==> config.mk <==
export PLATFORM = sky130hd
export DESIGN_NAME = spike_confirming_temp_qualifier_top
export DESIGN_NICKNAME = d
export VERILOG_FILES = /design/src/rtl/core/sctq_pkg.sv /design/src/rtl/core/spike_confirming_temp_qualifier_top.sv /design/src/rtl/core/sctq_regs.sv /design/src/rtl/core/sctq_front.sv /design/src/rtl/core/sctq_queue.sv /design/src/rtl/core/sctq_back.sv
export SDC_FILE = /design/constraint.sdc
export NUM_CORES = 1
export LEC_CHECK = 0
export BUFFER_PORTS_ARGS = -buffer_cell sky130_fd_sc_hd__buf_2
export CAP_MARGIN = 30
export CORE_MARGIN = 4
export CORE_UTILIZATION = 58
export CTS_CLUSTER_DIAMETER = 60
export CTS_CLUSTER_SIZE = 25
export DETAILED_ROUTE_END_ITERATION = 10
export GPL_TIMING_DRIVEN = 0
export PLACE_DENSITY = 0.77
export SLEW_MARGIN = 20
export SYNTH_ARGS = -nofsm -noshare
export SYNTH_HDL_FRONTEND = slang
export SYNTH_HIERARCHICAL = 1
export SYNTH_SLANG_ARGS = --single-unit
==> constraint.sdc <==
create_clock -name clk -period 14.7 [get_ports clk]
set_input_delay 2.205 -clock clk [delete_from_list [all_inputs] [get_ports clk]]
set_output_delay 2.205 -clock clk [all_outputs]
set_load 0.1 [all_outputs]
==> src/rtl/core/sctq_pkg.sv <==
`timescale 1ns / 1ps
// ----------------------------------------------------------------------------
// Spike-confirming temperature qualifier package
// Shared widths, reset values, register indexes and the records that travel
// between the front, the queue and the back of the qualifier.
// ----------------------------------------------------------------------------
package sctq_pkg;

  localparam int TEMP_BITS       = 12;
  localparam int LIM_BITS        = 11;
  localparam int CFG_IDX_W       = 3;
  localparam int CFG_DATA_W      = TEMP_BITS;
  localparam int IN_TDATA_W      = 16;
  localparam int OUT_TDATA_W     = 16;
  localparam int TRIES_W         = 2;
  localparam int QUEUE_DEPTH     = 2;
  localparam int QUEUE_PTR_W     = 1;
  localparam int QUEUE_CNT_W     = 2;

  localparam int WINDOW_LEN_DEF  = 5;
  localparam int MAX_TRIES_DEF   = 3;

  // Register reset values, 1/16 degree units.
  localparam logic [LIM_BITS-1:0]         JUMP_LIMIT_RST    = 11'd160;
  localparam logic [LIM_BITS-1:0]         CONFIRM_LIMIT_RST = 11'd32;
  localparam logic signed [TEMP_BITS-1:0] VALID_FLOOR_RST   = -12'sd800;
  localparam logic signed [TEMP_BITS-1:0] FAIL_CEILING_RST  = -12'sd1920;
  localparam logic signed [TEMP_BITS-1:0] POWER_ON_CODE_RST = 12'sd1360;
  localparam logic signed [TEMP_BITS-1:0] LOST_CODE_RST     = -12'sd2032;

  typedef enum logic [CFG_IDX_W-1:0] {
    REG_JUMP_LIMIT    = 3'd0,
    REG_CONFIRM_LIMIT = 3'd1,
    REG_VALID_FLOOR   = 3'd2,
    REG_FAIL_CEILING  = 3'd3,
    REG_POWER_ON_CODE = 3'd4,
    REG_LOST_CODE     = 3'd5
  } reg_idx_t;

  typedef struct packed {
    logic [LIM_BITS-1:0]         jump_limit;
    logic [LIM_BITS-1:0]         confirm_limit;
    logic signed [TEMP_BITS-1:0] valid_floor;
    logic signed [TEMP_BITS-1:0] fail_ceiling;
    logic signed [TEMP_BITS-1:0] power_on_code;
    logic signed [TEMP_BITS-1:0] lost_code;
  } cfg_t;

  // One classified reading on its way from the front to the back.
  typedef struct packed {
    logic signed [TEMP_BITS-1:0] reading;
    logic                        skip;
  } item_t;

endpackage

==> src/rtl/core/spike_confirming_temp_qualifier_top.sv <==
`timescale 1ns / 1ps
// ----------------------------------------------------------------------------
// Spike-confirming temperature qualifier, top level
// Qualifies raw sensor readings against a short history window and reports
// one temperature per measurement, or the lost code after repeated misses.
// ----------------------------------------------------------------------------
//
// Channel    Direction  Handshake                    Payload
// s_axis     in         s_axis_tvalid/s_axis_tready  one raw reading
// m_axis     out        m_axis_tvalid/m_axis_tready  one measurement result
// cfg        in         cfg_valid/cfg_ready          register index and data
//
// One reading is taken per clock cycle while the queue has room. The back
// end decides a reading combinationally from the window registers; a
// two-entry queue separates it from the input, and the output register is
// refilled in the same cycle in which its result is taken. A stalled output
// stops the back end only, and the input keeps flowing until the queue holds
// two readings. Reset is synchronous and needs no clearing pass: the window
// comes up holding the lost code, so an unskipped first reading recovers.
// ----------------------------------------------------------------------------
module spike_confirming_temp_qualifier_top #(
  parameter int WINDOW_LEN = sctq_pkg::WINDOW_LEN_DEF,
  parameter int MAX_TRIES  = sctq_pkg::MAX_TRIES_DEF
) (
  input  logic                              clk,
  input  logic                              rst,
  // Input stream. tdata: reading [11:0], zeros [15:12].
  input  logic                              s_axis_tvalid,
  output logic                              s_axis_tready,
  input  logic [sctq_pkg::IN_TDATA_W-1:0]   s_axis_tdata,
  // Result stream. tdata: temperature [11:0], tries_used [13:12], zeros [15:14].
  output logic                              m_axis_tvalid,
  input  logic                              m_axis_tready,
  output logic [sctq_pkg::OUT_TDATA_W-1:0]  m_axis_tdata,
  // tuser: valid_res [0].
  output logic [0:0]                        m_axis_tuser,
  // Configuration write channel.
  input  logic                              cfg_valid,
  output logic                              cfg_ready,
  input  logic [sctq_pkg::CFG_IDX_W-1:0]    cfg_index,
  input  logic [sctq_pkg::CFG_DATA_W-1:0]   cfg_data
);
  import sctq_pkg::*;

  cfg_t  cfg;
  logic  push;
  item_t push_item;
  logic  push_ready;
  logic  pop;
  logic  q_valid;
  item_t q_item;

  // Register file for the thresholds and codes.
  sctq_regs u_regs (
    .clk       (clk),
    .rst       (rst),
    .cfg_valid (cfg_valid),
    .cfg_ready (cfg_ready),
    .cfg_index (cfg_index),
    .cfg_data  (cfg_data),
    .cfg       (cfg)
  );

  // The front marks readings that are sensor failures or power-on values.
  sctq_front u_front (
    .s_axis_tvalid (s_axis_tvalid),
    .s_axis_tready (s_axis_tready),
    .s_axis_tdata  (s_axis_tdata),
    .cfg           (cfg),
    .push          (push),
    .push_item     (push_item),
    .push_ready    (push_ready)
  );

  sctq_queue u_queue (
    .clk        (clk),
    .rst        (rst),
    .push       (push),
    .push_item  (push_item),
    .push_ready (push_ready),
    .pop        (pop),
    .pop_valid  (q_valid),
    .pop_item   (q_item)
  );

  // The back end runs the measurement and owns the window.
  sctq_back #(
    .WINDOW_LEN (WINDOW_LEN),
    .MAX_TRIES  (MAX_TRIES)
  ) u_back (
    .clk           (clk),
    .rst           (rst),
    .cfg           (cfg),
    .q_valid       (q_valid),
    .q_item        (q_item),
    .pop           (pop),
    .m_axis_tvalid (m_axis_tvalid),
    .m_axis_tready (m_axis_tready),
    .m_axis_tdata  (m_axis_tdata),
    .m_axis_tuser  (m_axis_tuser)
  );

  // The back end never takes an item from an empty queue.
  assert property (@(posedge clk) disable iff (rst) pop |-> q_valid)
    else $error("queue popped while empty");

  // A waiting result is never overwritten by a newly decided reading.
  assert property (@(posedge clk) disable iff (rst)
    (m_axis_tvalid && !m_axis_tready) |-> !pop)
    else $error("back end advanced over a held result");

  // A lost result always reports the full number of tries.
  assert property (@(posedge clk) disable iff (rst)
    (m_axis_tvalid && !m_axis_tuser[0]) |->
      (m_axis_tdata[TEMP_BITS+TRIES_W-1:TEMP_BITS] == TRIES_W'(MAX_TRIES)))
    else $error("lost result with short try count");

  // A transaction taken into the queue leaves it holding at least one item.
  assert property (@(posedge clk) disable iff (rst)
    (push && !pop) |=> q_valid)
    else $error("accepted reading did not reach the queue");

endmodule

==> src/rtl/core/sctq_regs.sv <==
`timescale 1ns / 1ps
// ----------------------------------------------------------------------------
// Qualifier configuration registers
// Holds the six thresholds and codes, written through the config channel.
// ----------------------------------------------------------------------------
module sctq_regs (
  input  logic                             clk,
  input  logic                             rst,
  input  logic                             cfg_valid,
  output logic                             cfg_ready,
  input  logic [sctq_pkg::CFG_IDX_W-1:0]   cfg_index,
  input  logic [sctq_pkg::CFG_DATA_W-1:0]  cfg_data,
  output sctq_pkg::cfg_t                   cfg
);
  import sctq_pkg::*;

  logic wr;

  assign cfg_ready = 1'b1;
  assign wr        = cfg_valid && cfg_ready;

  always_ff @(posedge clk) begin
    if (rst) begin
      cfg.jump_limit    <= JUMP_LIMIT_RST;
      cfg.confirm_limit <= CONFIRM_LIMIT_RST;
      cfg.valid_floor   <= VALID_FLOOR_RST;
      cfg.fail_ceiling  <= FAIL_CEILING_RST;
      cfg.power_on_code <= POWER_ON_CODE_RST;
      cfg.lost_code     <= LOST_CODE_RST;
    end else if (wr) begin
      case (reg_idx_t'(cfg_index))
        REG_JUMP_LIMIT:    cfg.jump_limit    <= cfg_data[LIM_BITS-1:0];
        REG_CONFIRM_LIMIT: cfg.confirm_limit <= cfg_data[LIM_BITS-1:0];
        REG_VALID_FLOOR:   cfg.valid_floor   <= $signed(cfg_data[TEMP_BITS-1:0]);
        REG_FAIL_CEILING:  cfg.fail_ceiling  <= $signed(cfg_data[TEMP_BITS-1:0]);
        REG_POWER_ON_CODE: cfg.power_on_code <= $signed(cfg_data[TEMP_BITS-1:0]);
        REG_LOST_CODE:     cfg.lost_code     <= $signed(cfg_data[TEMP_BITS-1:0]);
        default: begin
        end
      endcase
    end
  end

endmodule

==> src/rtl/core/sctq_front.sv <==
`timescale 1ns / 1ps
// ----------------------------------------------------------------------------
// Qualifier front end
// Takes readings from the input stream and marks sensor-failure and
// power-on values so the back end can skip them.
// ----------------------------------------------------------------------------
module sctq_front (
  input  logic                              s_axis_tvalid,
  output logic                              s_axis_tready,
  input  logic [sctq_pkg::IN_TDATA_W-1:0]   s_axis_tdata,
  input  sctq_pkg::cfg_t                    cfg,
  output logic                              push,
  output sctq_pkg::item_t                   push_item,
  input  logic                              push_ready
);
  import sctq_pkg::*;

  logic signed [TEMP_BITS-1:0] rd;

  assign rd            = $signed(s_axis_tdata[TEMP_BITS-1:0]);
  assign s_axis_tready = push_ready;
  assign push          = s_axis_tvalid && push_ready;

  always_comb begin
    push_item.reading = rd;
    push_item.skip    = (rd <= cfg.fail_ceiling) || (rd == cfg.power_on_code);
  end

endmodule

==> src/rtl/core/sctq_queue.sv <==
`timescale 1ns / 1ps
// ----------------------------------------------------------------------------
// Qualifier item queue
// Two-entry register queue that decouples the front from the back.
// ----------------------------------------------------------------------------
module sctq_queue (
  input  logic             clk,
  input  logic             rst,
  input  logic             push,
  input  sctq_pkg::item_t  push_item,
  output logic             push_ready,
  input  logic             pop,
  output logic             pop_valid,
  output sctq_pkg::item_t  pop_item
);
  import sctq_pkg::*;

  item_t                  slots [QUEUE_DEPTH];
  logic [QUEUE_PTR_W-1:0] wr_ptr;
  logic [QUEUE_PTR_W-1:0] rd_ptr;
  logic [QUEUE_CNT_W-1:0] fill;

  assign push_ready = (fill != QUEUE_CNT_W'(QUEUE_DEPTH));
  assign pop_valid  = (fill != '0);
  assign pop_item   = slots[rd_ptr];

  always_ff @(posedge clk) begin
    if (push) begin
      slots[wr_ptr] <= push_item;
    end
  end

  always_ff @(posedge clk) begin
    if (rst) begin
      wr_ptr <= '0;
      rd_ptr <= '0;
      fill   <= '0;
    end else begin
      if (push) begin
        wr_ptr <= wr_ptr + 1'b1;
      end
      if (pop) begin
        rd_ptr <= rd_ptr + 1'b1;
      end
      case ({push, pop})
        2'b10:   fill <= fill + 1'b1;
        2'b01:   fill <= fill - 1'b1;
        default: fill <= fill;
      endcase
    end
  end

endmodule

==> src/rtl/core/sctq_back.sv <==
`timescale 1ns / 1ps
// ----------------------------------------------------------------------------
// Qualifier back end
// Owns the history window and the measurement state, decides each reading
// and holds the result in the output register.
// ----------------------------------------------------------------------------
module sctq_back #(
  parameter int WINDOW_LEN = sctq_pkg::WINDOW_LEN_DEF,
  parameter int MAX_TRIES  = sctq_pkg::MAX_TRIES_DEF
) (
  input  logic                              clk,
  input  logic                              rst,
  input  sctq_pkg::cfg_t                    cfg,
  input  logic                              q_valid,
  input  sctq_pkg::item_t                   q_item,
  output logic                              pop,
  output logic                              m_axis_tvalid,
  input  logic                              m_axis_tready,
  output logic [sctq_pkg::OUT_TDATA_W-1:0]  m_axis_tdata,
  output logic [0:0]                        m_axis_tuser
);
  import sctq_pkg::*;

  localparam int CNT_W  = $clog2(WINDOW_LEN + 1);
  localparam int SUM_W  = TEMP_BITS + CNT_W;
  localparam int PROD_W = TEMP_BITS + CNT_W + 1;
  localparam int DIFF_W = PROD_W + 1;
  localparam int LIM_W  = LIM_BITS + CNT_W;
  localparam int RING_W = (WINDOW_LEN > 1) ? $clog2(WINDOW_LEN) : 1;
  localparam int TRY_W  = $clog2(MAX_TRIES + 1);
  localparam int PAD_W  = OUT_TDATA_W - TEMP_BITS - TRIES_W;

  logic signed [TEMP_BITS-1:0] window [WINDOW_LEN];
  logic [RING_W-1:0]           ring;
  logic [TRY_W-1:0]            try_count;
  logic signed [TEMP_BITS-1:0] first_value;

  logic signed [TEMP_BITS-1:0] temperature;
  logic                        valid_res;
  logic [TRIES_W-1:0]          tries_used;

  logic signed [SUM_W-1:0]     sum;
  logic [CNT_W-1:0]            cnt;
  logic signed [PROD_W-1:0]    prod;
  logic signed [DIFF_W-1:0]    jdiff;
  logic [DIFF_W-1:0]           jmag;
  logic [LIM_W-1:0]            jlim;
  logic signed [TEMP_BITS:0]   cdiff;
  logic [TEMP_BITS:0]          cmag;
  logic                        is_first;
  logic                        jump_ok;
  logic                        conf_ok;
  logic                        ok;
  logic                        refill;
  logic                        lost;
  logic                        emit;
  logic [TRY_W-1:0]            tries_new;
  logic [TRY_W+TRIES_W-1:0]    tries_ext;
  logic signed [TEMP_BITS-1:0] r;

  assign r = q_item.reading;

  // Mean of the valid window entries, kept as a sum and a count.
  always_comb begin
    sum = '0;
    cnt = '0;
    for (int i = 0; i < WINDOW_LEN; i++) begin
      if (window[i] > cfg.valid_floor) begin
        sum = sum + SUM_W'(window[i]);
        cnt = cnt + 1'b1;
      end
    end
  end

  always_comb begin
    is_first  = (try_count == '0);
    prod      = $signed({1'b0, cnt}) * r;
    jdiff     = DIFF_W'(prod) - DIFF_W'(sum);
    jmag      = jdiff[DIFF_W-1] ? DIFF_W'(-jdiff) : DIFF_W'(jdiff);
    jlim      = LIM_W'(cfg.jump_limit) * LIM_W'(cnt);
    jump_ok   = (jmag < DIFF_W'(jlim));
    cdiff     = (TEMP_BITS+1)'(r) - (TEMP_BITS+1)'(first_value);
    cmag      = cdiff[TEMP_BITS] ? (TEMP_BITS+1)'(-cdiff) : (TEMP_BITS+1)'(cdiff);
    conf_ok   = (cmag < (TEMP_BITS+1)'(cfg.confirm_limit));
    if (q_item.skip) begin
      ok = 1'b0;
    end else if (is_first) begin
      ok = (cnt == '0) || jump_ok;
    end else begin
      ok = conf_ok;
    end
    // Recovery on an empty window and confirmation of a jump both refill.
    refill    = ok && (!is_first || (cnt == '0));
    tries_new = try_count + 1'b1;
    lost      = !ok && (tries_new >= TRY_W'(MAX_TRIES));
    emit      = ok || lost;
    tries_ext = {{TRIES_W{1'b0}}, tries_new};
  end

  assign pop = q_valid && (!m_axis_tvalid || m_axis_tready);

  always_ff @(posedge clk) begin
    if (rst) begin
      for (int i = 0; i < WINDOW_LEN; i++) begin
        window[i] <= LOST_CODE_RST;
      end
      ring        <= '0;
      try_count   <= '0;
      first_value <= LOST_CODE_RST;
    end else if (pop) begin
      for (int i = 0; i < WINDOW_LEN; i++) begin
        if (ok && (refill || (ring == RING_W'(i)))) begin
          window[i] <= r;
        end else if (lost) begin
          window[i] <= cfg.lost_code;
        end
      end
      if (ok) begin
        ring <= (ring == RING_W'(WINDOW_LEN - 1)) ? '0 : ring + 1'b1;
      end
      try_count <= emit ? '0 : tries_new;
      if (is_first) begin
        first_value <= q_item.skip ? cfg.lost_code : r;
      end
    end
  end

  always_ff @(posedge clk) begin
    if (rst) begin
      m_axis_tvalid <= 1'b0;
    end else begin
      if (m_axis_tready) begin
        m_axis_tvalid <= 1'b0;
      end
      if (pop && emit) begin
        m_axis_tvalid <= 1'b1;
      end
    end
  end

  always_ff @(posedge clk) begin
    if (pop && emit) begin
      temperature <= ok ? r : cfg.lost_code;
      valid_res   <= ok;
      tries_used  <= tries_ext[TRIES_W-1:0];
    end
  end

  assign m_axis_tdata = {{PAD_W{1'b0}}, tries_used, temperature};
  assign m_axis_tuser = valid_res;

endmodule
Yosys cells after proc, flatten, opt, wreduce, memory -nomap -nowiden
Memories as Yosys holds them, arrays and structs flattened. A register that Yosys moved wholly into a read port is not among the register bits.
Index checks and enable logic that the tools add are counted.
{"block": "word_totals", "reg_bits": 107, "ram_bits": 86, "out_inout_bits": 20, "word_cells": 186, "memories": 2}
{"block": "op_classes", "addsub": 18, "multipliers": 2, "order_cmp": 9, "n_eq_ne": 13, "muxes": 78, "bitwise_logic": 10, "reduce_logical": 38}
{"name": "u_back.window", "depth": 5, "word_bits": 12, "rd": 5, "rd_ports_with_merged_regs": 0, "wr": 5, "line_no": "sctq_back.sv:33", "text": "logic signed [TEMP_BITS-1:0] window [WINDOW_LEN];"}
{"name": "u_queue.slots", "depth": 2, "word_bits": 13, "rd": 1, "rd_ports_with_merged_regs": 1, "wr": 1, "line_no": "sctq_queue.sv:18", "text": "item_t slots [QUEUE_DEPTH];"}
{"op": "$mux W12", "count": 12}
{"op": "$mux W15", "count": 5}
{"op": "$add A15 B12 Y15", "count": 4}
{"op": "$gt A12 B12 Y1", "count": 5}
{"op": "$mux W1", "count": 52}
{"op": "$lt A17 B14 Y1", "count": 1}
{"op": "$mux W17", "count": 1}
{"op": "$neg A17 Y17", "count": 1}
{"op": "$sub A16 B15 Y17", "count": 1}
{"op": "$mul A4 B12 Y16", "count": 1}
{"op": "$reduce_and A2 Y1", "count": 8}
{"op": "$mux W3", "count": 5}
{"op": "$mul A11 B3 Y14", "count": 1}
{"op": "$lt A13 B11 Y1", "count": 1}
{"op": "$mux W13", "count": 1}
{"op": "$neg A13 Y13", "count": 1}
{"op": "$sub A12 B12 Y13", "count": 1}
{"op": "$add A3 B1 Y3 const B", "count": 4}
{"op": "$eq A12 B12 Y1", "count": 1}
{"op": "$eq A3 B2 Y1 const B", "count": 4}
{"op": "$le A12 B12 Y1", "count": 1}
{"op": "$logic_and A1 B1 Y1", "count": 10}
{"op": "$logic_or A1 B1 Y1", "count": 10}
{"op": "$or A1 B1 Y1", "count": 10}
{"op": "16 further kinds", "count": 27}

Longest topological paths before layout
Gate-level depths: netlist of the first run.
An unclocked memory read counts as a cell.
{"block": "depth", "ltp_word": 28, "mapped_depth": 71, "ltp_nobuf": 68}

Hierarchy
The synthesis of the first run kept the hierarchy.
{"mod": "sctq_back", "instances": 1, "cells_each": 1487, "area_each_um2": 13043.8, "seq_area_each_um2": 2612.5}
{"mod": "sctq_regs", "instances": 1, "cells_each": 260, "area_each_um2": 2816.5, "seq_area_each_um2": 1401.3}
{"mod": "sctq_queue", "instances": 1, "cells_each": 62, "area_each_um2": 1137.3, "seq_area_each_um2": 880.8}
{"mod": "sctq_front", "instances": 1, "cells_each": 75, "area_each_um2": 549.3, "seq_area_each_um2": 0.0}

Worst setup path before layout of the first run
Ideal clock, no wire load.
{"block": "synth_timing", "path_type": "reg2reg", "start": "reg u_regs/cfg[37] (netlist name)", "end": "mem u_back.window[0][0], enable pin", "setup_time_ns": 0.398, "arrival_time_ns": 13.253, "slack_ns": 1.050, "stages_incl_launch_ff": 68, "n_path_buf": 2, "path_cell_list": "dfxtp_1 -> inv_1 -> ha_1 -> nor2b_1 -> o21a_1 -> o21ai_0 -> a21oi_1 -> o21bai_1 -> a31oi_1 -> clkbuf_1 -> nand2_1 -> inv_1 -> ha_1 -> a21o_1 -> a21oi_1 -> o21ai_0 -> a2111o_1 -> a41oi_1 -> (+32 left out) -> a21oi_2 -> xnor2_1 -> a21boi_0 -> or2_2 -> clkbuf_1 -> nand2_1 -> xor2_1 -> ha_1 -> a21o_1 -> a21oi_1 -> o21ai_0 -> nand3_1 -> nand2_1 -> a221o_1 -> a31o_2 -> a211oi_4 -> o31ai_1 -> o21ai_0"}
{"item": "to (decl)", "line_no": "sctq_back.sv:33"}

==> out/metrics.cfg, run 1 <==
[outcome]
outcome=completed

[cells_and_area]
syn_to_final_growth_pct=10.47
fill_cells=2338
postLayoutCoreUtil_pct=65.23
finish.net_count=2270
drive_above_1_share_pct=12.65
n_antenna_cell=0

[sta]
report.final.slew_viol_count=0
finalWorstPathRequiredPeriod_ns=14.27
achievable-frequency_mhz=70.07
maxSlewHeadroom_pct=42.64
clock-skew-final_ns=0.01798
tightest_slew_ns=0.8604
finalHoldViolCount=0
post-route-period-util_pct=97.08
number_of_failing_setup_endpoints_in_the_final_timing_report=0

[floorplanning]
initial_standard_cell_utilization_of_the_core_pct=59.05
floorplan.rows=63
design.core.area_um2=29720
ioPinCount=56
floorplan.die.height_um=181.9
die_area_um2=33100
floorplan.die.width_um=181.9

[clock_tree]
h-tree-depth=4
cts_max_path_buffers=2
cts_inserted_buffers=17
cts_num_sinks=194
clk_transition_reported_paths_ns=0.08
clock_tree_from_tritoncts=yes
cts_hold_buf=0
clock_insertion_delay_worst_skew_ns=0.45
root_buffer=clkbuf_16

[synth]
synth.yosys.seq_area_share_pct=27.90
postSynthRegisterBits=194
synthesis.yosys.warnings=6
post_synth_inst_count=1884
synth_edf_count=101
yosysUniqueCellTypes=92
synth_ff_type=edfxtp_1
synth_area_um2=17550
avgSynthCellArea_um2=9.314
postSynth.asyncResetShare_pct=0

[global_routing]
initial_antenna_violation_count=0
global_route.overflow_total=0
grt.met1_usage_pct=34.04
busiest_layer=met2
gr-usage-met3_pct=3.345
grt_pass1_wl_mm=71.77
grt_usage_pct=26.97
grt_util_met2_pct=46.65
grt_start_max_net_pins=20
first_global_vias=14230

[setup_path]
cell_depth_of_the_worst_setup_path=66
timing.critical_path.mode_cell=ha_1
start_kind=flip-flop
timing.critical_path.from=u_regs/cfg[44]
max_fanout_on_critical_path=10
path_delay_family=compound AO/OA/AOI/OAI gates
timing.critical_path.arrival_ns=14.47
crit_slowest_cell=fa_1
critical_path.endpoint_type=flip-flop
slowest_delay_ns=0.54
regToRegStartpoint=u_regs/cfg[44]
critical_path_required_ns=14.90
endpoint_of_the_lowest_slack_register_to_register_path=u_back/window[2][7]
cp_num_buf_inv=9
setup.reg_to_reg.worst_slack_ns=0.43
crit_path_end=u_back/window[2][7]
timing.reg2reg.worst_path_depth=66
timing.setup.critical_path_class=flip-flop to flip-flop

[route]
wl_per_cell_um=19.59
vias=14380
drt_drc_violations_left=0
detail_route.wirelength_mm=46.35
drtPass1Iterations=8
route.detailed.vias_per_inst=6.079
route.antenna.remaining_nets=0
drt-initial-drc-count=1040

[placed_design]
dp_hpwl_mm=35.89
gpl.final_weighted_congestion=0.9666
place.port_buffers=46

[worst_hold_path]
hp-class=flip-flop to flip-flop
min_path_cells=2

[run]
max_cap_viol_count=0

-- sequential cells by signal (all words and copies together), names as in the netlist, 2 cells and up, named ones only --
name	cells
u_back/first_value	12
u_back/ring	3
u_back/temperature	12
u_back/tries_used	2
u_back/try_count	2
u_back/window	60
u_queue/fill	2
u_queue/slots	26
u_regs/cfg	70
-- final cells by class --
class	instances	area [µm²]	share of cell area [%]
Sequential cell	194	4895	25.25
Clock buffer	18	429.2	2.214
Buffer	79	417.9	2.156
Clock inverter	14	138.9	0.7165
Inverter	194	728.2	3.757
Timing Repair Buffer	60	369.1	1.904
Tap cell	390	488.0	2.517
Multi-Input combinational cell	1417	11920	61.48
-- layer usage --
metal / vias to the layer above / part of all wire, %
met3: 123 / 5.7
met1: 6895 / 41
met5: - / 0
met4: 0 / 4.2
li1: 6806 / -
met2: 559 / 49
-- Yosys cell counts (15+ instances only) --
cell type / n / share of area, %
mux2_2: 46 / 3.0
buf_4: 18 / 0.77
and2_1: 44 / 1.6
o21a_1: 16 / 0.68
a21o_1: 23 / 0.98
o21bai_1: 16 / 0.68
fa_1: 43 / 4.9
nor2b_1: 20 / 0.71
ha_1: 228 / 16
nor3_1: 27 / 0.77
buf_2: 17 / 0.48
o21ai_0: 66 / 1.9
nand2b_1: 83 / 3.0
o31ai_1: 19 / 0.81
a21oi_1: 85 / 2.4
edfxtp_1: 101 / 17
nand4_1: 27 / 0.96
mux2i_1: 96 / 5.5
nor2_1: 122 / 2.6
dfxtp_1: 93 / 11
nand3_1: 21 / 0.60
o211ai_1: 15 / 0.64
clkbuf_1: 42 / 0.90
a211oi_1: 40 / 1.7
nand2_1: 105 / 2.2
xnor2_1: 81 / 4.0
xor2_1: 35 / 1.7
inv_1: 194 / 4.2
-- how the worst min path moves through the flow --
stage	from	to	slack [ns]
after floorplan	u_regs/cfg[29]	u_regs/cfg[29]	0.45
after global placement	u_regs/cfg[45]	u_regs/cfg[45]	0.46
after detailed placement	u_regs/cfg[40]	u_regs/cfg[40]	0.47
after CTS	u_regs/cfg[40]	u_regs/cfg[40]	0.48
after global routing	u_regs/cfg[45]	u_regs/cfg[45]	0.49
final	u_regs/cfg[40]	u_regs/cfg[40]	0.48
-- logic make-up after synthesis --
family / share of synthesized area [%]
xor+xnor: 6.182
flops: 27.90
simple gates: 15.44
fa+ha+maj: 21.16
other cells: 0.04280
buf+inv: 6.453
compound gates: 13.56
mux: 9.263
-- worst register-to-register path: cells and delay by family (launching register included) --
kind	cells	cell delay, ns
simple gates	16	2.22
compound gates	22	4.40
xor+xnor	5	0.79
buf+inv	9	1.23
fa+ha+maj	11	4.18
mux	3	0.83
flops	1	0.35
-- repair_timing --
item | 4_1_cts | 5_1_grt
setup buffers | 2 | 6
setup endpoints to repair | 154 | 153
pin swaps | 1 | 13
resized for setup | 24 | 72
-- metrics by stage --
stage	setup WS (ns)	std cells	hold slack, ns	area [µm²]	TNS [ns]
global placement	-1.623	2321	0.4614	18270	-129.13
CTS	0.02408	2360	0.4806	19000	0
floorplan	1.050	1885	0.4487	17550	0
global route	-0.2271	2366	0.4886	19380	-14.79
detailed placement	-1.047	2327	0.4684	18320	-118.69
finish	0.4295	2366	0.4820	19380	0
-- cells in the final DEF, fill, tap and decap left out, types with 27 or more instances in the layout --
cell	n
nand4_1	27
buf_2	62
nor2_1	121
edfxtp_1	101
inv_1	193
nand2_1	104
mux2i_1	95
mux2_2	46
xor2_1	35
dfxtp_1	93
ha_1	225
fa_1	43
buf_4	27
xnor2_1	80
a21oi_1	81
and2_1	44
o21ai_0	54
nand2b_1	83
clkbuf_1	40
Power of run 1 is left out: the tool's default activity adds up to more than one toggle a clock period on the data nets, which glitch-free logic cannot reach.
==> run 2, diff against run 1 <==
--- a/config.mk
+++ b/config.mk
@@ -8,12 +8,12 @@
 export BUFFER_PORTS_ARGS = -buffer_cell sky130_fd_sc_hd__buf_2
 export CAP_MARGIN = 30
 export CORE_MARGIN = 4
-export CORE_UTILIZATION = 58
+export CORE_UTILIZATION = 32
 export CTS_CLUSTER_DIAMETER = 60
 export CTS_CLUSTER_SIZE = 25
 export DETAILED_ROUTE_END_ITERATION = 10
 export GPL_TIMING_DRIVEN = 0
-export PLACE_DENSITY = 0.77
+export PLACE_DENSITY = 0.47
 export SLEW_MARGIN = 20
 export SYNTH_ARGS = -nofsm -noshare
 export SYNTH_HDL_FRONTEND = slang
==> out/metrics.cfg, run 2 (synthesis gave the netlist of run 1 again) <==
[outcome]
outcome=completed

[placed_design]
place.port_buffers=46
placedInstanceArea_um2=18730
dp_hpwl_mm=40.74
number_of_instances_in_the_placed_design=2634
gpl.final_weighted_congestion=0.8868

[sta]
number_of_failing_setup_endpoints_in_the_final_timing_report=0
finalHoldViolCount=0
post-route-period-util_pct=94.62
achievable-frequency_mhz=71.89
maxSlewHeadroom_pct=36.94
tightest_slew_ns=0.9460
fin_worst_hold_slack_ns=0.4725
finalWorstPathRequiredPeriod_ns=13.91
clock-skew-final_ns=0.01559
report.final.slew_viol_count=0

[cells_and_area]
finish.net_count=2281
syn_to_final_growth_pct=13.28
fill_cells=5476
fin_area_um2=19880
drive_above_1_share_pct=13.54
n_antenna_cell=0
post_layout_nonfiller_instances=2683
largest_register=u_regs/cfg
layout.cells.most_common=ha_1
top_regs=u_regs/cfg (70), u_back/window (60), u_queue/slots (26)
layout.cells.most_common_list=ha_1, inv_1, nor2_1
largest_reg_flops=70

[setup_path]
setup.reg_to_reg.worst_slack_ns=0.79
start_kind=flip-flop
slowest_delay_ns=0.51
timing.critical_path.from=u_regs/cfg[37]
timing.critical_path.arrival_ns=14.08
endpoint_of_the_lowest_slack_register_to_register_path=u_back/window[1][6]
timing.reg2reg.worst_path_depth=69
regToRegStartpoint=u_regs/cfg[37]
timing.setup.critical_path_class=flip-flop to flip-flop
critical_path_required_ns=14.87
crit_path_end=u_back/window[1][6]
critical_path.endpoint_type=flip-flop
crit_slowest_cell=fa_1
max_fanout_on_critical_path=10
timing.critical_path.mode_cell=ha_1

[clock_tree]
root_buffer=clkbuf_16
cts_inserted_buffers=17
clock_tree_from_tritoncts=yes
cts_hold_buf=0
cts_max_path_buffers=2
cts_num_sinks=194
clk_transition_reported_paths_ns=0.07
h-tree-depth=4
clock_insertion_delay_worst_skew_ns=0.46

[route]
route.detailed.vias_per_inst=5.148
drtPass1Iterations=5
vias=13810
route.antenna.remaining_nets=0
detail_route.wirelength_mm=51.84
drt-initial-drc-count=795
wl_per_cell_um=19.32
drt_drc_violations_left=0

[global_routing]
grt_pass1_wl_mm=79.37
grt_usage_pct=17.38
initial_antenna_violation_count=1
grt_start_max_net_pins=18
global_route.overflow_total=0
first_global_vias=13800

[floorplanning]
design.core.area_um2=54030
ioPinCount=56
floorplan.rows=85
floorplan.die.height_um=242.2
floorplan.die.width_um=242.2
initial_standard_cell_utilization_of_the_core_pct=32.48
die_area_um2=58640

[worst_hold_path]
hp-class=flip-flop to flip-flop
min_path_cells=2

[run]
max_cap_viol_count=0

run 2: cell types whose count changed in the layout (fill, tap and decap cells not counted), moves of 3 or more:
| cell | before | now |
|---|---|---|
| buf_12 | 2 | 5 |
| buf_2 | 62 | 65 |
| buf_4 | 27 | 32 |
| clkinv_4 | 0 | 3 |
| clkinvlp_4 | 3 | 10 |
| inv_1 | 193 | 187 |
| inv_8 | 4 | 1 |
| o21ai_2 | 5 | 2 |
run 2: layout make-up:
| cell class | count | area (µm²) | area share [%] |
|---|---|---|---|
| plain buffers | 79 | 421.7 | 2.121 |
| well taps | 696 | 870.8 | 4.381 |
| multi-input cells | 1417 | 11910 | 59.89 |
| clock inverters | 14 | 106.4 | 0.5350 |
| clock buffers | 18 | 439.2 | 2.209 |
| flip-flops and latches | 194 | 4896 | 24.63 |
| inverters | 194 | 750.7 | 3.777 |
| repair buffers | 71 | 488.0 | 2.455 |
run 2: metal layers:
| metal | vias up | GRT usage [%] | routed length, µm |
|---|---|---|---|
| met5 | - | 0 | 0 |
| met1 | 6699 | 23.79 | 24730 |
| li1 | 6817 | - | - |
| met4 | 0 | 4.610 | 1139 |
| met2 | 240 | 29.37 | 24290 |
| met3 | 55 | 1.793 | 1672 |
run 2: how the worst min path moves through the flow:
stage / from / to / slack, ns
detailed placement: u_regs/cfg[45] / u_regs/cfg[45] / 0.46
global route: u_regs/cfg[37] / u_regs/cfg[37] / 0.50
floorplan: u_regs/cfg[29] / u_regs/cfg[29] / 0.45
CTS: u_regs/cfg[52] / u_regs/cfg[52] / 0.48
global placement: u_regs/cfg[44] / u_regs/cfg[44] / 0.46
finish: u_regs/cfg[52] / u_regs/cfg[52] / 0.47
run 2: critical path, delay by kind of cell, from the launching register on:
kind	cells	cell delay, ns
and+or+nand+nor	11	1.64
buffers and inverters	8	1.11
muxes	3	0.90
adders and majority gates	10	3.57
xor gates and xnor gates	7	0.96
AOI/OAI and AO/OA	30	5.08
DFF	1	0.34
run 2: repair_timing:
item / in CTS / in global routing
gates resized for setup: 39 / 53
cloned: 0 / 1
buffers inserted: 12 / 5
endpoints found under the setup margin: 154 / 154
pin swaps: 6 / 8
run 2: per-stage QoR:
step	setup TNS, ns	setup WS, ns	util (%)
6_report	0	0.7908	36.79
5_1_grt	-0.2822	-0.01664	36.79
4_1_cts	0	0.03378	36.28
3_5_place_dp	-144.11	-1.361	34.66
3_3_place_gp	-184.46	-1.860	34.52
2_1_floorplan	0	1.050	-
Power of run 2 is left out for the same reason.
